$ cat config.mk
export PLATFORM = sky130hd
export DESIGN_NAME = morse_code_keyer
export DESIGN_NICKNAME = d
export VERILOG_FILES = /design/src/rtl/core/mck_pkg.sv /design/src/rtl/core/mck_dp.sv /design/src/rtl/core/mck_ctrl.sv /design/src/rtl/core/morse_code_keyer.sv
export VERILOG_INCLUDE_DIRS = /design/src /design/src/rtl/core
export SDC_FILE = /design/constraint.sdc
export NUM_CORES = 1
export LEC_CHECK = 0
export BUFFER_PORTS_ARGS = -buffer_cell sky130_fd_sc_hd__buf_4
export CAP_MARGIN = 20
export CELL_PAD_IN_SITES_DETAIL_PLACEMENT = 1
export CELL_PAD_IN_SITES_GLOBAL_PLACEMENT = 2
export CORE_MARGIN = 2
export CORE_UTILIZATION = 37
export CTS_BUF_LIST = sky130_fd_sc_hd__clkbuf_4
export CTS_CLUSTER_DIAMETER = 200
export CTS_CLUSTER_SIZE = 12
export DETAILED_ROUTE_END_ITERATION = 7
export GPL_ROUTABILITY_DRIVEN = 0
export PLACE_DENSITY_LB_ADDON = 0.1
export SETUP_SLACK_MARGIN = 0.3
export SLEW_MARGIN = 5
export SYNTH_ARGS = -nofsm -noshare
export SYNTH_HDL_FRONTEND = slang
export SYNTH_SLANG_ARGS = --single-unit
$ cat constraint.sdc
create_clock -name aclk -period 10.4 [get_ports aclk]
set_input_delay 0.52 -clock aclk [delete_from_list [all_inputs] [get_ports aclk]]
set_output_delay 0.52 -clock aclk [all_outputs]
set_load 0.02 [all_outputs]
$ cat src/rtl/core/morse_code_keyer_assert.svh
// Assertion macros shared by the Morse keyer RTL.
`ifndef MORSE_CODE_KEYER_ASSERT_SVH
`define MORSE_CODE_KEYER_ASSERT_SVH

// A condition that must hold at every clock edge outside reset.
`define MCK_ASSERT_ALWAYS(label, clk, rstn, expr, msg) \
    label: assert property (@(posedge clk) disable iff (!(rstn)) (expr)) else $error(msg);

// A condition that must hold in the cycle after a trigger, outside reset.
`define MCK_ASSERT_NEXT(label, clk, rstn, ante, cons, msg) \
    label: assert property (@(posedge clk) disable iff (!(rstn)) (ante) |=> (cons)) \
        else $error(msg);

// A condition that must hold in the cycle after reset is applied.
`define MCK_ASSERT_AFTER_RESET(label, clk, rstn, cons, msg) \
    label: assert property (@(posedge clk) !(rstn) |=> (cons)) else $error(msg);

`endif

$ cat src/rtl/core/mck_pkg.sv
// Package with the types, constants and pattern table of the Morse keyer.
`default_nettype none

package mck_pkg;

    typedef struct packed {
        logic [7:0] char_in;
        logic       end_of_write;
    } in_t;

    typedef struct packed {
        logic        led_on;
        logic [12:0] hold_ms;
        logic [2:0]  text_code;
        logic        last_result;
    } out_t;

    localparam logic [2:0] TXT_NONE    = 3'd0;
    localparam logic [2:0] TXT_DOT     = 3'd1;
    localparam logic [2:0] TXT_DASH    = 3'd2;
    localparam logic [2:0] TXT_SPACE   = 3'd3;
    localparam logic [2:0] TXT_NEWLINE = 3'd4;

    localparam logic [10:0] DOT_DEFAULT = 11'd200;
    localparam logic [10:0] DOT_MAX     = 11'd2000;

    localparam logic [7:0] CHAR_SPACE   = 8'd32;
    localparam logic [7:0] CHAR_UPPER_A = 8'd65;
    localparam logic [7:0] CHAR_UPPER_Z = 8'd90;
    localparam logic [7:0] CHAR_LOWER_A = 8'd97;
    localparam logic [7:0] CHAR_LOWER_Z = 8'd122;

    localparam logic [3:0] UNITS_GAP_LETTER = 4'd3;
    localparam logic [3:0] UNITS_GAP_WORD   = 4'd4;

    localparam logic [1:0] REG_DOT_TIME = 2'd0;

    typedef enum logic [2:0] {
        EM_SPACE0,
        EM_RUN,
        EM_ZERO,
        EM_GAP3,
        EM_WORD4,
        EM_NEWL
    } emit_kind_t;

    typedef struct packed {
        logic       load;
        logic       shift;
        logic       run_inc;
        logic       run_clr;
        logic       emit;
        emit_kind_t kind;
        logic       last;
        logic       set_letter;
        logic       set_word_gap;
    } ctrl_cmd_t;

    typedef struct packed {
        logic is_space;
        logic is_letter;
        logic eow;
        logic after_letter;
        logic at_word_gap;
        logic pat_zero;
        logic pat_msb;
        logic pat_next;
        logic out_free;
    } dp_stat_t;

    function automatic logic [15:0] pattern(input logic [4:0] idx);
        logic [15:0] p;
        case (idx)
            5'd0:    p = 16'hB800;
            5'd1:    p = 16'hEA80;
            5'd2:    p = 16'hEBA0;
            5'd3:    p = 16'hEA00;
            5'd4:    p = 16'h8000;
            5'd5:    p = 16'hAE80;
            5'd6:    p = 16'hEE80;
            5'd7:    p = 16'hAA00;
            5'd8:    p = 16'hA000;
            5'd9:    p = 16'hBBB8;
            5'd10:   p = 16'hEB80;
            5'd11:   p = 16'hBA80;
            5'd12:   p = 16'hEE00;
            5'd13:   p = 16'hE800;
            5'd14:   p = 16'hEEE0;
            5'd15:   p = 16'hBBA0;
            5'd16:   p = 16'hEEB8;
            5'd17:   p = 16'hBA00;
            5'd18:   p = 16'hA800;
            5'd19:   p = 16'hE000;
            5'd20:   p = 16'hAE00;
            5'd21:   p = 16'hAB80;
            5'd22:   p = 16'hBB80;
            5'd23:   p = 16'hEAE0;
            5'd24:   p = 16'hEBB8;
            5'd25:   p = 16'hEEA0;
            default: p = 16'h0000;
        endcase
        return p;
    endfunction

endpackage

`default_nettype wire

$ cat src/rtl/core/mck_dp.sv
// Datapath of the Morse keyer: pattern shifter, run counter, flags and result register.
`default_nettype none

module mck_dp (
    input  wire logic               aclk,
    input  wire logic               aresetn,
    input  wire mck_pkg::in_t       s_data,
    input  wire logic [10:0]        dot_time,
    input  wire mck_pkg::ctrl_cmd_t cmd,
    output mck_pkg::dp_stat_t       stat,
    output logic                    m_valid,
    input  wire logic               m_ready,
    output mck_pkg::out_t           m_data
);

    logic        is_space_reg, is_space_next;
    logic        is_letter_reg, is_letter_next;
    logic        eow_reg, eow_next;
    logic [15:0] pat_reg, pat_next;
    logic [3:0]  run_reg, run_next;
    logic        after_letter_reg, after_letter_next;
    logic        at_word_gap_reg, at_word_gap_next;
    logic        m_valid_reg, m_valid_next;
    mck_pkg::out_t out_reg, out_next;

    logic [7:0]  ch;
    logic        upper;
    logic        lower;
    logic [7:0]  letter_off;
    logic [4:0]  units;
    logic [15:0] product;
    logic [2:0]  code;

    assign ch    = s_data.char_in;
    assign upper = (ch >= mck_pkg::CHAR_UPPER_A) && (ch <= mck_pkg::CHAR_UPPER_Z);
    assign lower = (ch >= mck_pkg::CHAR_LOWER_A) && (ch <= mck_pkg::CHAR_LOWER_Z);
    assign letter_off = (ch < mck_pkg::CHAR_LOWER_A) ? (ch - mck_pkg::CHAR_UPPER_A)
                                                     : (ch - mck_pkg::CHAR_LOWER_A);

    always_comb begin
        units = 5'd0;
        code  = mck_pkg::TXT_NONE;
        case (cmd.kind)
            mck_pkg::EM_SPACE0: begin
                units = 5'd0;
                code  = mck_pkg::TXT_SPACE;
            end
            mck_pkg::EM_RUN: begin
                units = {1'b0, run_reg} + 5'd1;
                code  = (run_reg == 4'd0) ? mck_pkg::TXT_DOT : mck_pkg::TXT_DASH;
            end
            mck_pkg::EM_ZERO: begin
                units = 5'd1;
                code  = mck_pkg::TXT_NONE;
            end
            mck_pkg::EM_GAP3: begin
                units = {1'b0, mck_pkg::UNITS_GAP_LETTER};
                code  = mck_pkg::TXT_NONE;
            end
            mck_pkg::EM_WORD4: begin
                units = {1'b0, mck_pkg::UNITS_GAP_WORD};
                code  = mck_pkg::TXT_SPACE;
            end
            mck_pkg::EM_NEWL: begin
                units = 5'd0;
                code  = mck_pkg::TXT_NEWLINE;
            end
            default: begin
                units = 5'd0;
                code  = mck_pkg::TXT_NONE;
            end
        endcase
    end

    assign product = 16'(units) * 16'(dot_time);

    always_comb begin
        is_space_next     = is_space_reg;
        is_letter_next    = is_letter_reg;
        eow_next          = eow_reg;
        pat_next          = pat_reg;
        run_next          = run_reg;
        after_letter_next = after_letter_reg;
        at_word_gap_next  = at_word_gap_reg;
        m_valid_next      = m_valid_reg & ~m_ready;
        out_next          = out_reg;

        if (cmd.load) begin
            is_space_next  = (ch == mck_pkg::CHAR_SPACE);
            is_letter_next = upper | lower;
            eow_next       = s_data.end_of_write;
            pat_next       = mck_pkg::pattern(letter_off[4:0]);
        end
        if (cmd.shift) begin
            pat_next = {pat_reg[14:0], 1'b0};
        end
        if (cmd.run_inc) begin
            run_next = run_reg + 4'd1;
        end
        if (cmd.run_clr || cmd.load) begin
            run_next = 4'd0;
        end
        if (cmd.set_letter) begin
            after_letter_next = 1'b1;
            at_word_gap_next  = 1'b0;
        end
        if (cmd.set_word_gap) begin
            after_letter_next = 1'b0;
            at_word_gap_next  = 1'b1;
        end
        if (cmd.emit) begin
            m_valid_next          = 1'b1;
            out_next.led_on       = (cmd.kind == mck_pkg::EM_RUN);
            out_next.hold_ms      = product[12:0];
            out_next.text_code    = code;
            out_next.last_result  = cmd.last;
        end
    end

    always_ff @(posedge aclk) begin
        if (!aresetn) begin
            after_letter_reg <= 1'b0;
            at_word_gap_reg  <= 1'b1;
            m_valid_reg      <= 1'b0;
        end else begin
            after_letter_reg <= after_letter_next;
            at_word_gap_reg  <= at_word_gap_next;
            m_valid_reg      <= m_valid_next;
        end
        is_space_reg  <= is_space_next;
        is_letter_reg <= is_letter_next;
        eow_reg       <= eow_next;
        pat_reg       <= pat_next;
        run_reg       <= run_next;
        out_reg       <= out_next;
    end

    assign stat.is_space     = is_space_reg;
    assign stat.is_letter    = is_letter_reg;
    assign stat.eow          = eow_reg;
    assign stat.after_letter = after_letter_reg;
    assign stat.at_word_gap  = at_word_gap_reg;
    assign stat.pat_zero     = (pat_reg == 16'h0000);
    assign stat.pat_msb      = pat_reg[15];
    assign stat.pat_next     = pat_reg[14];
    assign stat.out_free     = ~m_valid_reg | m_ready;

    assign m_valid = m_valid_reg;
    assign m_data  = out_reg;

endmodule

`default_nettype wire

$ cat src/rtl/core/mck_ctrl.sv
// Controller state machine of the Morse keyer: sequences the segments of one request.
`default_nettype none

module mck_ctrl (
    input  wire logic              aclk,
    input  wire logic              aresetn,
    input  wire logic              s_valid,
    output logic                   s_ready,
    input  wire mck_pkg::dp_stat_t stat,
    output mck_pkg::ctrl_cmd_t     cmd
);

    typedef enum logic [2:0] {
        ST_IDLE,
        ST_DECIDE,
        ST_PRESP,
        ST_SCAN,
        ST_GAP3,
        ST_WSP1,
        ST_WSP2,
        ST_WSP3
    } state_t;

    state_t state_reg, state_next;
    logic   newl_reg, newl_next;

    always_comb begin
        state_next = state_reg;
        newl_next  = newl_reg;
        cmd        = '0;
        cmd.kind   = mck_pkg::EM_SPACE0;

        case (state_reg)
            ST_IDLE: begin
                newl_next = 1'b0;
                if (s_valid) begin
                    cmd.load   = 1'b1;
                    state_next = ST_DECIDE;
                end
            end
            ST_DECIDE: begin
                if (stat.is_space && !stat.at_word_gap) begin
                    state_next = ST_WSP1;
                end else if (stat.is_letter) begin
                    state_next = stat.after_letter ? ST_PRESP : ST_SCAN;
                end else if (stat.eow) begin
                    newl_next  = 1'b1;
                    state_next = ST_IDLE;
                end else begin
                    state_next = ST_IDLE;
                end
            end
            ST_PRESP: begin
                if (stat.out_free) begin
                    cmd.emit   = 1'b1;
                    cmd.kind   = mck_pkg::EM_SPACE0;
                    state_next = ST_SCAN;
                end
            end
            ST_SCAN: begin
                if (stat.pat_zero) begin
                    state_next = ST_GAP3;
                end else if (stat.pat_msb && stat.pat_next) begin
                    cmd.shift   = 1'b1;
                    cmd.run_inc = 1'b1;
                end else if (stat.out_free) begin
                    cmd.emit    = 1'b1;
                    cmd.kind    = stat.pat_msb ? mck_pkg::EM_RUN : mck_pkg::EM_ZERO;
                    cmd.shift   = 1'b1;
                    cmd.run_clr = 1'b1;
                end
            end
            ST_GAP3: begin
                if (stat.out_free) begin
                    cmd.emit       = 1'b1;
                    cmd.kind       = mck_pkg::EM_GAP3;
                    cmd.last       = ~stat.eow;
                    cmd.set_letter = 1'b1;
                    newl_next      = stat.eow;
                    state_next     = ST_IDLE;
                end
            end
            ST_WSP1: begin
                if (stat.out_free) begin
                    cmd.emit   = 1'b1;
                    cmd.kind   = mck_pkg::EM_WORD4;
                    state_next = ST_WSP2;
                end
            end
            ST_WSP2: begin
                if (stat.out_free) begin
                    cmd.emit   = 1'b1;
                    cmd.kind   = mck_pkg::EM_SPACE0;
                    state_next = ST_WSP3;
                end
            end
            ST_WSP3: begin
                if (stat.out_free) begin
                    cmd.emit         = 1'b1;
                    cmd.kind         = mck_pkg::EM_SPACE0;
                    cmd.last         = ~stat.eow;
                    cmd.set_word_gap = 1'b1;
                    newl_next        = stat.eow;
                    state_next       = ST_IDLE;
                end
            end
            default: begin
                state_next = ST_IDLE;
            end
        endcase

        // The newline of a finished request goes out before the next request is taken.
        if (state_reg == ST_IDLE && newl_reg) begin
            cmd.load   = 1'b0;
            state_next = ST_IDLE;
            newl_next  = newl_reg;
            if (stat.out_free) begin
                cmd.emit  = 1'b1;
                cmd.kind  = mck_pkg::EM_NEWL;
                cmd.last  = 1'b1;
                newl_next = 1'b0;
            end
        end
    end

    always_ff @(posedge aclk) begin
        if (!aresetn) begin
            state_reg <= ST_IDLE;
            newl_reg  <= 1'b0;
        end else begin
            state_reg <= state_next;
            newl_reg  <= newl_next;
        end
    end

    assign s_ready = (state_reg == ST_IDLE) && !newl_reg;

endmodule

`default_nettype wire

$ cat src/rtl/core/morse_code_keyer.sv
// Morse keyer top level: configuration register, controller and datapath.
// Results are registered. One request at a time: a new request is accepted only when the
// controller is idle and no newline is pending, and result stalls hold the controller.
// Synchronous active-low reset idles the controller, clears letter flag and result valid,
// sets word gap and restores the default dot time.
`default_nettype none

`include "morse_code_keyer_assert.svh"

module morse_code_keyer (
    input  wire logic          aclk,
    input  wire logic          aresetn,
    input  wire logic          s_valid,
    output logic               s_ready,
    input  wire mck_pkg::in_t  s_data,
    output logic               m_valid,
    input  wire logic          m_ready,
    output mck_pkg::out_t      m_data,
    input  wire logic          psel,
    input  wire logic          penable,
    input  wire logic          pwrite,
    input  wire logic [2:0]    paddr,
    input  wire logic [31:0]   pwdata,
    output logic [31:0]        prdata,
    output logic               pready
);

    logic [10:0] dot_time_reg, dot_time_next;
    logic [10:0] wr_val;
    logic        wr_en;

    mck_pkg::ctrl_cmd_t cmd;
    mck_pkg::dp_stat_t  stat;

    assign wr_en  = psel && penable && pwrite && (paddr[2] == mck_pkg::REG_DOT_TIME[0]);
    assign wr_val = pwdata[10:0];

    always_comb begin
        dot_time_next = dot_time_reg;
        if (wr_en) begin
            if (wr_val == 11'd0 || wr_val > mck_pkg::DOT_MAX) begin
                dot_time_next = mck_pkg::DOT_DEFAULT;
            end else begin
                dot_time_next = wr_val;
            end
        end
    end

    always_ff @(posedge aclk) begin
        if (!aresetn) begin
            dot_time_reg <= mck_pkg::DOT_DEFAULT;
        end else begin
            dot_time_reg <= dot_time_next;
        end
    end

    assign pready = 1'b1;
    assign prdata = (paddr[2] == mck_pkg::REG_DOT_TIME[0]) ? {21'd0, dot_time_reg} : 32'd0;

    mck_ctrl u_ctrl (
        .aclk    (aclk),
        .aresetn (aresetn),
        .s_valid (s_valid),
        .s_ready (s_ready),
        .stat    (stat),
        .cmd     (cmd)
    );

    mck_dp u_dp (
        .aclk     (aclk),
        .aresetn  (aresetn),
        .s_data   (s_data),
        .dot_time (dot_time_reg),
        .cmd      (cmd),
        .stat     (stat),
        .m_valid  (m_valid),
        .m_ready  (m_ready),
        .m_data   (m_data)
    );

    `MCK_ASSERT_AFTER_RESET(a_reset_clears_valid, aclk, aresetn, !m_valid,
                            "result valid after reset")
    `MCK_ASSERT_ALWAYS(a_dot_in_range, aclk, aresetn,
                       dot_time_reg != 11'd0 && dot_time_reg <= mck_pkg::DOT_MAX,
                       "dot time out of range")
    `MCK_ASSERT_NEXT(a_busy_after_accept, aclk, aresetn, s_valid && s_ready, !s_ready,
                     "request taken while busy")

endmodule

`default_nettype wire

Word-level counts from Yosys, hierarchy flattened:

Memories as Yosys holds them, arrays and structs flattened.
Cells that the tools add are included.

* ROM bits: 416
* bits in registers: 59
* input bits: 51
* memories kept: 1
* logic and storage cells: 133
* output and inout bits: 53

* mux-type cells: 47
* add/sub/neg operators: 4
* order comparisons: 6
* reduce and logical (&&, ||, !) cells: 27
* $mul: 1
* bitwise operators: 8
* equality and inequality tests: 23

Memories
* (name not given): words 32, bits a word 13, rd ports 1, clocked after Yosys merged registers in 0, write ports 0, RTL line mck_pkg.sv:73 `case (idx)`

Operators by type and width (number)
* 16-bit 2-to-1 mux: 2
* 5-bit 2-to-1 mux: 6
* 3-bit 2-to-1 mux: 9
* 11-bit 2-to-1 mux: 2
* 3-bit case mux with 7 select lines: 1
* 4-bit case mux with 5 select lines: 1
* 5-bit case mux with 4 select lines: 1
* 3-bit == test (second input constant): 6
* 8-bit by 7-bit greater-or-equal comparator with 1-bit output (second input constant): 2
* 8-bit by 7-bit <= comparator with 1-bit output (second input constant): 2
* 16-bit logical NOT: 1
* 1-bit 2-to-1 mux: 16
* 5-bit by 11-bit multiplier with 13-bit output: 1
* 3-bit by 2-bit == test with 1-bit output (second input constant): 4
* 2-bit != test (second input constant): 6
* 6-bit AND reduction: 2
* 11-bit greater-than comparator (second input constant): 1
* 11-bit logical NOT: 1
* 2-bit OR reduction: 5
* 5-bit by 1-bit subtractor with 5-bit output (second input constant): 2
* 1-bit logical AND: 9
* 3-bit case mux with 3 select lines: 1
* 8-bit by 6-bit == test with 1-bit output (second input constant): 1
* 8-bit by 7-bit less-than comparator with 1-bit output (second input constant): 1
* 21 further kinds: 33

Longest topological paths before layout:

Gate-level depths: netlist of the first run.

* depth after elaboration: 11
* mapped depth: 18
* depth with buffers taken out: 16

By module:

From an unflattened synthesis of the first run, not the netlist that was laid out.

* cells, all modules: 562
* area total of the unflattened synthesis: 5067.4 um2

Modules (own cells, without submodules)
* mck_dp: area an instance 3877.5 um2, cells each 408, times used 1, sequential area each 1161.1 um2
* morse_code_keyer: area an instance 674.4 um2, cells each 79, times used 1, sequential area each 220.2 um2
* mck_ctrl: area an instance 515.5 um2, cells each 75, times used 1, sequential area each 80.1 um2

Least setup slack after synthesis of the first run:

No wires, ideal clock.

* path type: register to register
* start point: register u_dp.pat_reg[14]
* end point: register u_dp.out_reg, in the netlist u_dp.m_data[16] (data pin)
* slack: 5.716 ns
* setup time: 0.264 ns
* cell stages (with the launch flop): 17
* clock period less this slack: 4.684 ns
* arrival time: 4.420 ns
* data required time: 10.136 ns
* path buffers: 1
* path through: edfxtp_1 -> nand2b_1 -> nor3_4 -> a22o_1 -> clkbuf_1 -> nand2_1 -> fa_1 -> fa_1 -> fa_1 -> inv_1 -> ha_1 -> a21o_1 -> a21oi_1 -> o21bai_1 -> a2111oi_1 -> o31ai_1 -> xnor2_1

* word-level cells in the longest chain between the ends: 9
* elaborated cells between the ends (all ways): 13
* classes of those cells: mul: 1; eq/ne: 4; mux: 6; reduce/logical: 2

RTL lines
* start, declared: RTL line mck_dp.sv:19 `logic [15:0] pat_reg, pat_next;`
* start signal, assigned: RTL line mck_dp.sv:133 `pat_reg <= pat_next;`
* parallel branches: the longest is 2 deep, another holds 16-bit logical NOT
* 7-bit 2-to-1 mux (*): RTL line mck_ctrl.sv:61 `if (stat.pat_zero) begin`
* 4-bit case mux with 5 select lines (*): RTL line mck_ctrl.sv:33 `case (state_reg)`
* 5-bit 2-to-1 mux: RTL line mck_ctrl.sv:117 `if (stat.out_free) begin`
* 5-bit 2-to-1 mux (*): RTL line mck_ctrl.sv:113 `if (state_reg == ST_IDLE && newl_reg) begin`
* 3-bit == test, or another cell as far along: RTL line mck_dp.sv:43 `case (cmd.kind)`
* 5-bit case mux with 4 select lines (*): RTL line mck_dp.sv:43
* 5-bit by 11-bit multiplier with 13-bit output (*): RTL line mck_dp.sv:75 `assign product = 16'(units) * 16'(dot_time);`
* named net u_dp.product[12]: RTL line mck_dp.sv:31 `logic [15:0] product;`
* end signal, assigned: RTL line mck_dp.sv:135 `out_reg <= out_next;`
* end, declared: RTL line mck_dp.sv:24 `mck_pkg::out_t out_reg, out_next;`

Mark *: on every way through the listed nets, which the timed path passes.
A chain may end at the register's enable or synchronous reset.

Final worst setup path of the first run:

* start point: register u_ctrl.state_reg[1]
* end point: register u_dp.out_reg, in the netlist u_dp.m_data[16] (data pin)

* word-level cells in the longest chain between the ends: 8
* elaborated cells between the ends (all ways): 18
* classes of those cells: mul: 1; eq/ne: 10; mux: 4; reduce/logical: 3

RTL lines
* start, declared: RTL line mck_ctrl.sv:24 `state_t state_reg, state_next;`
* start signal, assigned: RTL line mck_ctrl.sv:131 `state_reg <= state_next;`
* 3-bit by 2-bit == test with 1-bit output / 3-bit == test (equally long branches): RTL line mck_ctrl.sv:33
* 2-bit OR reduction (no source line)
* 4-bit case mux with 5 select lines: RTL line mck_ctrl.sv:33
* 5-bit 2-to-1 mux: RTL line mck_ctrl.sv:117
* 5-bit 2-to-1 mux (*): RTL line mck_ctrl.sv:113
* 3-bit == test, or another cell as far along: RTL line mck_dp.sv:43
* 5-bit case mux with 4 select lines (*): RTL line mck_dp.sv:43
* 5-bit by 11-bit multiplier with 13-bit output (*): RTL line mck_dp.sv:75
* named net u_dp.product[12]: RTL line mck_dp.sv:31

Mark *: on every way through the listed nets, which the timed path passes. The rest lies on a longest branch.

==> flow_summary.html, run 1 <==
<table>
<tr><th>Metric</th><th>Value</th></tr>
<tr><th colspan="2">Outcome</th></tr>
<tr><td>Result of the run</td><td>completed</td></tr>
<tr><th colspan="2">Setup path</th></tr>
<tr><td>Crit-path max FO</td><td>21</td></tr>
<tr><td>CP max-delay cell</td><td>sky130_fd_sc_hd__dfxtp_1</td></tr>
<tr><td>Worst setup path category</td><td>reg -&gt; reg</td></tr>
<tr><td>Critical path buffer and inverter count</td><td>1</td></tr>
<tr><td>Critical Path Sink Type</td><td>flip-flop</td></tr>
<tr><td>CP top delay family</td><td>adder cells</td></tr>
<tr><td>Launch point of the worst path</td><td>u_ctrl.state_reg[1]</td></tr>
<tr><td>Slowest Stage Delay on Critical Path</td><td>0.81 ns</td></tr>
<tr><td>Startpoint types</td><td>flip-flop</td></tr>
<tr><td>Worst path required time</td><td>10.58 ns</td></tr>
<tr><td>Most frequent cell on the critical path</td><td>sky130_fd_sc_hd__fa_1</td></tr>
<tr><td>Source of the worst register-to-register timing path</td><td>u_ctrl.state_reg[1]</td></tr>
<tr><td>Data arrival, critical path</td><td>about 5.9 ns</td></tr>
<tr><td>Cells traversed along the worst timing path</td><td>nand3b_4 &gt; nor3_4 &gt; nor2b_1 &gt; nand2_1 &gt; fa_1 &gt; fa_1 &gt; fa_1 &gt; inv_1 &gt; ha_1 &gt; a21o_1 &gt; a21oi_1 &gt; o21bai_1 &gt; a2111oi_1 &gt; o31ai_1 &gt; xnor2_1</td></tr>
<tr><th colspan="2">Yosys</th></tr>
<tr><td>Top-area cell type share of the netlist area</td><td>0.211</td></tr>
<tr><td>Post-synth cell types</td><td>67</td></tr>
<tr><td>Number of enable-type register cells in the synthesized netlist</td><td>34</td></tr>
<tr><td>Sequential fraction of the synthesis area</td><td>0.303</td></tr>
<tr><td>Most used flip-flop cell after synthesis</td><td>sky130_fd_sc_hd__edfxtp_1</td></tr>
<tr><td>Dominant cell type by area after synthesis</td><td>sky130_fd_sc_hd__edfxtp_1</td></tr>
<tr><td>Top post-synthesis cells by area</td><td>sky130_fd_sc_hd__edfxtp_1 (21%), sky130_fd_sc_hd__fa_1 (10%), sky130_fd_sc_hd__dfxtp_1 (9.1%)</td></tr>
<tr><td>Post-synthesis average cell area</td><td>8.98 µm²</td></tr>
<tr><td>YS warnings</td><td>0</td></tr>
<tr><td>FFs w/ async S/R, synth</td><td>0</td></tr>
<tr><td>Cell area after synthesis</td><td>between 4000 and 5000 µm²</td></tr>
<tr><td>Number of flip-flops and latches in the synthesized netlist</td><td>56</td></tr>
<tr><td>Number of standard cells after synthesis</td><td>538</td></tr>
<tr><th colspan="2">STA</th></tr>
<tr><td>Worst-Margin Slew</td><td>0.881 ns</td></tr>
<tr><td>Final setup viols</td><td>0</td></tr>
<tr><td>TNS Setup</td><td>0 ns</td></tr>
<tr><td>Max-slew violations</td><td>0</td></tr>
<tr><td>Ratio of final minimum period to clock period</td><td>0.549</td></tr>
<tr><td>Min Clock Period, post-route</td><td>5.71 ns</td></tr>
<tr><td>Hold violation total from the final report</td><td>0</td></tr>
<tr><td>Unrepaired setup endpoints after global routing</td><td>false</td></tr>
<tr><td>Max Clk Rate</td><td>~0.18 GHz</td></tr>
<tr><td>Worst hold margin</td><td>0.287 ns</td></tr>
<tr><td>Worst rel slew slack</td><td>0.410</td></tr>
<tr><td>Max Clock Skew</td><td>0.0183 ns</td></tr>
<tr><th colspan="2">CTS</th></tr>
<tr><td>Number of levels in the clock H-tree</td><td>2</td></tr>
<tr><td>Number of buffers inserted during clock tree synthesis</td><td>5</td></tr>
<tr><td>CTS Hold Buffers Added</td><td>0</td></tr>
<tr><td>Buffers inserted during post-CTS setup optimization</td><td>0</td></tr>
<tr><td>CTS tree</td><td>built</td></tr>
<tr><td>Maximum buffer depth of the clock tree</td><td>2</td></tr>
<tr><td>Sinks on the clock net</td><td>56</td></tr>
<tr><td>CTS clock-pin slew for the worst setup and hold paths</td><td>0.16 ns</td></tr>
<tr><td>Quantity of gates resized following cts</td><td>0</td></tr>
<tr><td>Clock root buffer</td><td>sky130_fd_sc_hd__clkbuf_4</td></tr>
<tr><td>Worst-Skew Late Latency</td><td>~0.41 ns</td></tr>
<tr><th colspan="2">Global route</th></tr>
<tr><td>Vias in the first global route</td><td>3952</td></tr>
<tr><td>Global Route Usage Sum</td><td>0.172</td></tr>
<tr><td>Sum of overflow across all layers after global routing</td><td>0</td></tr>
<tr><td>Wire length of the first global-routing pass</td><td>19.6 mm</td></tr>
<tr><td>Pin count of the biggest net entering global routing</td><td>24</td></tr>
<tr><td>Number of antenna violations at the first check in global routing</td><td>1</td></tr>
<tr><th colspan="2">Floorplan</th></tr>
<tr><td>Placeable core region</td><td>12700 µm²</td></tr>
<tr><td>Effective utilization at floorplan</td><td>0.381</td></tr>
<tr><td>Area of the die</td><td>14000 µm²</td></tr>
<tr><td>Num rows</td><td>41</td></tr>
<tr><td>Die Wd</td><td>about 120 µm</td></tr>
<tr><td>Boundary Pins</td><td>104</td></tr>
<tr><td>Die span in y</td><td>118 µm</td></tr>
<tr><th colspan="2">Placed design</th></tr>
<tr><td>Number of port buffers</td><td>58</td></tr>
<tr><td>Dpl hpwl</td><td>9.45 mm</td></tr>
<tr><th colspan="2">Route</th></tr>
<tr><td>Count of TritonRoute iterations in the first routing pass</td><td>5</td></tr>
<tr><td>Number of nets still failing antenna checks after routing</td><td>0</td></tr>
<tr><td>Average wire per cell in the routed design</td><td>15.9 µm</td></tr>
<tr><td>DRC violation count after routing</td><td>0</td></tr>
<tr><td>Via-per-instance ratio</td><td>5.16</td></tr>
<tr><td>Routed via count</td><td>3882</td></tr>
<tr><td>Wire length after detailed routing</td><td>12.0 mm</td></tr>
<tr><td>Count of routing violations after the opening detailed-route iteration</td><td>135</td></tr>
<tr><th colspan="2">Finish</th></tr>
<tr><td>Flip-flop count of the largest register, all copies and words added</td><td>18</td></tr>
<tr><td>Most frequent cells in the layout</td><td>sky130_fd_sc_hd__nand2_1 (59), sky130_fd_sc_hd__buf_4 (59), sky130_fd_sc_hd__nor2_1 (49), sky130_fd_sc_hd__inv_1 (37), sky130_fd_sc_hd__edfxtp_1 (34)</td></tr>
<tr><td>Number of nets in the layout</td><td>681</td></tr>
<tr><td>Area growth from synthesis to layout</td><td>10.8%</td></tr>
<tr><td>Fraction of layout instances using a drive strength above 1</td><td>0.150</td></tr>
<tr><th colspan="2">Hold path</th></tr>
<tr><td>Hold/Removal Path Class</td><td>in -&gt; reg</td></tr>
<tr><td>Startpoint of the lowest-slack hold path</td><td>s_data[0]</td></tr>
<tr><th colspan="2">Pwr</th></tr>
<tr><td>Logic pwr share</td><td>0.391</td></tr>
<tr><td>Part of the power in the clock network</td><td>0.135</td></tr>
<tr><td>Total power per unit cell area</td><td>around 140 nW/µm²</td></tr>
<tr><td>Sw frac</td><td>0.399</td></tr>
<tr><td>Net Switching</td><td>304 µW</td></tr>
<tr><td>Share of total power in sequential cells</td><td>0.474</td></tr>
<tr><td>Leak</td><td>0.00232 µW</td></tr>
<tr><td>Int Pwr</td><td>458 µW</td></tr>
<tr><td>Worst-case vdd ir drop</td><td>between 70 and 80 µV</td></tr>
<tr><th colspan="2">Run</th></tr>
<tr><td>Max-cap check violation count</td><td>0</td></tr>
</table>
==> worst paths after layout <==
kind	depth (start not counted)	slack, ns	to
worst max-delay path	15	4.69	u_dp.m_data[16]
worst min-delay path	1	0.29	u_dp.eow_reg
worst max register to register	15	4.69	u_dp.m_data[16]
worst min register to register	2	0.54	u_dp.run_reg[1]
==> layer usage <==
metal | vias up | track usage | part of all wire
met5 | - | 0 | 0
li1 | 1908 | - | -
met2 | 72 | 0.313 | 0.51
met4 | 0 | 0.0444 | 0.010
met1 | 1894 | 0.207 | 0.44
met3 | 8 | 0.0323 | 0.041
==> metrics by stage <==
stage	util	instance area [µm²]	power, µW	setup WS [ns]	cells
5_1_grt	0.423	5350	813	4.23	753
3_3_place_gp	0.417	5280	654	4.68	743
6_report	0.423	5350	763	4.69	753
4_1_cts	0.421	5340	768	4.62	751
2_1_floorplan	-	4910	555	5.72	558
3_5_place_dp	0.417	5280	662	4.62	743
==> synth_stat cells, types with 3 or more instances <==
cell / n
sky130_fd_sc_hd__a21o_1: 7
sky130_fd_sc_hd__a21oi_1: 24
sky130_fd_sc_hd__a22o_1: 4
sky130_fd_sc_hd__a22oi_1: 8
sky130_fd_sc_hd__a311oi_1: 4
sky130_fd_sc_hd__a31oi_1: 4
sky130_fd_sc_hd__and2_1: 27
sky130_fd_sc_hd__and3_1: 3
sky130_fd_sc_hd__and4_1: 3
sky130_fd_sc_hd__buf_2: 6
sky130_fd_sc_hd__buf_4: 25
sky130_fd_sc_hd__clkbuf_1: 13
sky130_fd_sc_hd__dfxtp_1: 22
sky130_fd_sc_hd__edfxtp_1: 34
sky130_fd_sc_hd__fa_1: 25
sky130_fd_sc_hd__ha_1: 26
sky130_fd_sc_hd__inv_1: 37
sky130_fd_sc_hd__nand2_1: 59
sky130_fd_sc_hd__nand2b_1: 6
sky130_fd_sc_hd__nand3_1: 11
sky130_fd_sc_hd__nor2_1: 49
sky130_fd_sc_hd__nor2b_1: 18
sky130_fd_sc_hd__nor3_1: 11
sky130_fd_sc_hd__nor4_1: 5
sky130_fd_sc_hd__o211ai_1: 4
sky130_fd_sc_hd__o21ai_0: 23
sky130_fd_sc_hd__o21ai_1: 3
sky130_fd_sc_hd__o22ai_1: 5
sky130_fd_sc_hd__o31ai_1: 5
sky130_fd_sc_hd__xnor2_1: 10
sky130_fd_sc_hd__xnor2_2: 3
sky130_fd_sc_hd__xor2_1: 9
==> power by group through the flow <==
stage / logic (µW) / clock network [µW] / registers (µW)
after floorplan: 175 / 0 / 381
after global placement: 289 / 0 / 365
after detailed placement: 294 / 0 / 369
after CTS: 294 / 110 / 363
after global routing: 325 / 117 / 371
final: 298 / 103 / 361
==> kinds of logic (layout without fill, tap and decap cells) <==
kind of cell,Yosys count,count (layout),share of synthesized area
buffers and inverters,83,105,0.0886
other,2,23,0.00155
AO/OA/AOI/OAI,114,114,0.161
AND/OR/NAND/NOR,207,207,0.223
adder cells (fa/ha/maj),51,51,0.171
multiplexers,2,2,0.00440
XOR/XNOR,23,23,0.0479
flip-flops,56,56,0.303
==> cell type report <==
type                    count  area [µm²]
diodes                      1        2.50
clock buffers               7        52.6
clock inverters             1        5.00
fillers                  1539        7320
inverters                  37         139
multi-input cells         419        3020
flip-flops and latches     56        1460
well taps                 172         215
repair buffers             60         458
Note: power is estimated with default switching activity, not from simulation.
==> inputs of run 2 (changes only) <==
--- a/config.mk
+++ b/config.mk
@@ -11,7 +11,7 @@
 export CELL_PAD_IN_SITES_DETAIL_PLACEMENT = 1
 export CELL_PAD_IN_SITES_GLOBAL_PLACEMENT = 2
 export CORE_MARGIN = 2
-export CORE_UTILIZATION = 37
+export CORE_UTILIZATION = 31
 export CTS_BUF_LIST = sky130_fd_sc_hd__clkbuf_4
 export CTS_CLUSTER_DIAMETER = 200
 export CTS_CLUSTER_SIZE = 12
==> constraint.sdc (replaced) <==
create_clock -name aclk -period 5.05 [get_ports aclk]
set_input_delay 0.2525 -clock aclk [delete_from_list [all_inputs] [get_ports aclk]]
set_output_delay 0.2525 -clock aclk [all_outputs]
set_load 0.02 [all_outputs]
==> flow_summary.html, run 2 (synthesis gave the netlist of run 1 again) <==
<table>
<tr><th>Metric</th><th>Value</th></tr>
<tr><th colspan="2">Floorplan</th></tr>
<tr><td>Placeable core region</td><td>roughly 15000 µm²</td></tr>
<tr><td>Effective utilization at floorplan</td><td>0.318</td></tr>
<tr><td>Die span in y</td><td>129 µm</td></tr>
<tr><td>Area of the die</td><td>16600 µm²</td></tr>
<tr><td>Boundary Pins</td><td>104</td></tr>
<tr><td>Die Wd</td><td>129 µm</td></tr>
<tr><td>Num rows</td><td>45</td></tr>
<tr><th colspan="2">Finish</th></tr>
<tr><td>Area growth from synthesis to layout</td><td>14.6%</td></tr>
<tr><td>Flip-flop count of the largest register, all copies and words added</td><td>18</td></tr>
<tr><td>Fraction of layout instances using a drive strength above 1</td><td>0.185</td></tr>
<tr><td>Number of nets in the layout</td><td>694</td></tr>
<tr><td>Most common cell after layout, fill and taps aside</td><td>sky130_fd_sc_hd__buf_4</td></tr>
<tr><td>Number of filler cells placed in the layout</td><td>1798</td></tr>
<tr><td>Final Core Density</td><td>0.364</td></tr>
<tr><td>Post-route non-filler standard cell count</td><td>about 780</td></tr>
<tr><td>Most frequent cells in the layout</td><td>sky130_fd_sc_hd__buf_4 (70), sky130_fd_sc_hd__nand2_1 (59), sky130_fd_sc_hd__nor2_1 (49), sky130_fd_sc_hd__inv_1 (37), sky130_fd_sc_hd__edfxtp_1 (34)</td></tr>
<tr><th colspan="2">Pwr</th></tr>
<tr><td>Worst-case vdd ir drop</td><td>117 µV</td></tr>
<tr><td>Leak</td><td>0.00240 µW</td></tr>
<tr><td>Total power per unit cell area</td><td>between 200 and 300 nW/µm²</td></tr>
<tr><td>Total power after layout</td><td>about 1600 µW</td></tr>
<tr><th colspan="2">Route</th></tr>
<tr><td>Count of routing violations after the opening detailed-route iteration</td><td>152</td></tr>
<tr><td>Routed via count</td><td>3898</td></tr>
<tr><td>Average wire per cell in the routed design</td><td>16.5 µm</td></tr>
<tr><td>Number of nets still failing antenna checks after routing</td><td>0</td></tr>
<tr><td>Wire length after detailed routing</td><td>12.9 mm</td></tr>
<tr><td>Via-per-instance ratio</td><td>4.98</td></tr>
<tr><td>Count of TritonRoute iterations in the first routing pass</td><td>4</td></tr>
<tr><td>DRC violation count after routing</td><td>0</td></tr>
<tr><th colspan="2">STA</th></tr>
<tr><td>Max Clk Rate</td><td>about 0.22 GHz</td></tr>
<tr><td>Worst rel slew slack</td><td>0.363</td></tr>
<tr><td>Min Clock Period, post-route</td><td>4.51 ns</td></tr>
<tr><td>Max-slew violations</td><td>0</td></tr>
<tr><td>Max Clock Skew</td><td>0.0149 ns</td></tr>
<tr><td>TNS Setup</td><td>0 ns</td></tr>
<tr><td>Final setup viols</td><td>0</td></tr>
<tr><td>Unrepaired setup endpoints after global routing</td><td>false</td></tr>
<tr><td>Ratio of final minimum period to clock period</td><td>0.894</td></tr>
<tr><td>Worst hold margin</td><td>0.0630 ns</td></tr>
<tr><td>Hold violation total from the final report</td><td>0</td></tr>
<tr><td>Worst-Margin Slew</td><td>0.949 ns</td></tr>
<tr><th colspan="2">Setup path</th></tr>
<tr><td>CP max-delay cell</td><td>sky130_fd_sc_hd__fa_1</td></tr>
<tr><td>Critical Path Sink Type</td><td>flip-flop</td></tr>
<tr><td>Crit-path max FO</td><td>10</td></tr>
<tr><td>Cells traversed along the worst timing path</td><td>nor2b_2 &gt; nor3_4 &gt; buf_4 &gt; a22o_4 &gt; buf_6 &gt; and2_1 &gt; ha_1 &gt; ha_1 &gt; inv_1 &gt; fa_1 &gt; inv_1 &gt; fa_1 &gt; a21o_1 &gt; a21oi_2 &gt; o21bai_2 &gt; a2111oi_4 &gt; o31ai_2 &gt; xnor2_1</td></tr>
<tr><td>Startpoint types</td><td>flip-flop</td></tr>
<tr><td>Worst path required time</td><td>5.24 ns</td></tr>
<tr><td>Critical path buffer and inverter count</td><td>4</td></tr>
<tr><td>Worst setup path category</td><td>reg -&gt; reg</td></tr>
<tr><td>Data arrival, critical path</td><td>4.70 ns</td></tr>
<tr><td>Slowest Stage Delay on Critical Path</td><td>0.53 ns</td></tr>
<tr><td>Register-to-register path setup slack</td><td>between 0.5 and 0.6 ns</td></tr>
<tr><td>CP top delay family</td><td>adder cells</td></tr>
<tr><th colspan="2">CTS</th></tr>
<tr><td>CTS clock-pin slew for the worst setup and hold paths</td><td>0.17 ns</td></tr>
<tr><td>Clock root buffer</td><td>sky130_fd_sc_hd__clkbuf_4</td></tr>
<tr><td>CTS tree</td><td>built</td></tr>
<tr><td>Number of levels in the clock H-tree</td><td>2</td></tr>
<tr><td>Number of buffers inserted during clock tree synthesis</td><td>5</td></tr>
<tr><td>Maximum buffer depth of the clock tree</td><td>2</td></tr>
<tr><td>Worst-Skew Late Latency</td><td>slightly above 0.4 ns</td></tr>
<tr><td>Sinks on the clock net</td><td>56</td></tr>
<tr><th colspan="2">Outcome</th></tr>
<tr><td>Result of the run</td><td>completed</td></tr>
<tr><th colspan="2">Global route</th></tr>
<tr><td>Number of antenna violations at the first check in global routing</td><td>1</td></tr>
<tr><td>Global Route Usage Sum</td><td>0.161</td></tr>
<tr><td>Pin count of the biggest net entering global routing</td><td>22</td></tr>
<tr><td>Sum of overflow across all layers after global routing</td><td>0</td></tr>
<tr><td>Wire length of the first global-routing pass</td><td>21.2 mm</td></tr>
<tr><td>Vias in the first global route</td><td>4158</td></tr>
<tr><th colspan="2">Placed design</th></tr>
<tr><td>Dpl cells</td><td>approximately 770</td></tr>
<tr><td>Dpl hpwl</td><td>10.2 mm</td></tr>
<tr><td>Number of port buffers</td><td>58</td></tr>
<tr><th colspan="2">Run</th></tr>
<tr><td>Max-cap check violation count</td><td>0</td></tr>
<tr><th colspan="2">Hold path</th></tr>
<tr><td>Hold/Removal Path Class</td><td>in -&gt; reg</td></tr>
</table>
==> run 2: cell types whose count changed in the layout (fill, tap and decap cells not counted), moves of 2 or more <==
| cell | change |
|---|---|
| sky130_fd_sc_hd__a21oi_2 | +2 |
| sky130_fd_sc_hd__nor2b_2 | +2 |
| sky130_fd_sc_hd__nor2b_1 | -2 |
| sky130_fd_sc_hd__a21oi_1 | -2 |
| sky130_fd_sc_hd__buf_4 | +11 |
==> run 2: what timing repair did <==
action                     in CTS  in global routing
gates cloned                    0                  0
hold buffers                    1                  0
resized for setup               5                 10
hold endpoints to repair        1                  0
setup endpoints to repair       2                  4
buffers inserted                0                  0
pin swaps                       1                  4
==> run 2: final cells by class <==
cell class / count / area (µm²) / share of cell area
sequential: 56 / 1460 / 0.264
clock inverter: 2 / 11.3 / 0.00203
timing repair buffer: 73 / 562 / 0.101
inverter: 37 / 139 / 0.0251
multi-input combinational: 419 / 3080 / 0.556
clock buffer: 6 / 45.0 / 0.00813
tap: 188 / 235 / 0.0425
antenna: 1 / 2.50 / 0.000452
==> run 2: routing by layer <==
metal	routed length (µm)	vias to the layer above	GRT usage	part of all wire
met2	6770	64	0.298	0.52
met3	347	12	0.0254	0.027
met4	197	0	0.0454	0.015
li1	-	1926	-	-
met1	5620	1896	0.193	0.43
met5	0	-	0	0
==> run 2: path summary, 6_finish.rpt <==
check / startpoint / depth (start not counted) / endpoint
worst min-delay path: aresetn / 2 / dot_time_reg[6]
worst max register to register: u_dp.m_valid / 18 / u_dp.m_data[16]
worst max-delay path: u_dp.m_valid / 18 / u_dp.m_data[16]
worst min register to register: u_dp.run_reg[1] / 2 / u_dp.run_reg[1]
==> run 2: where the power goes <==
group	switching [µW]	total, µW	internal (µW)
registers	63.9	713	649
clock network	158	217	58.7
logic	425	676	251
total	647	1610	958
==> run 2: stage by stage <==
| stage | area (µm²) | worst slack, ns |
|---|---|---|
| after floorplan | 4910 | 0.366 |
| after global placement | 5390 | 0.109 |
| after detailed placement | 5390 | 0.0712 |
| after CTS | 5480 | 0.335 |
| after global routing | 5540 | 0.311 |
| final | 5540 | 0.538 |
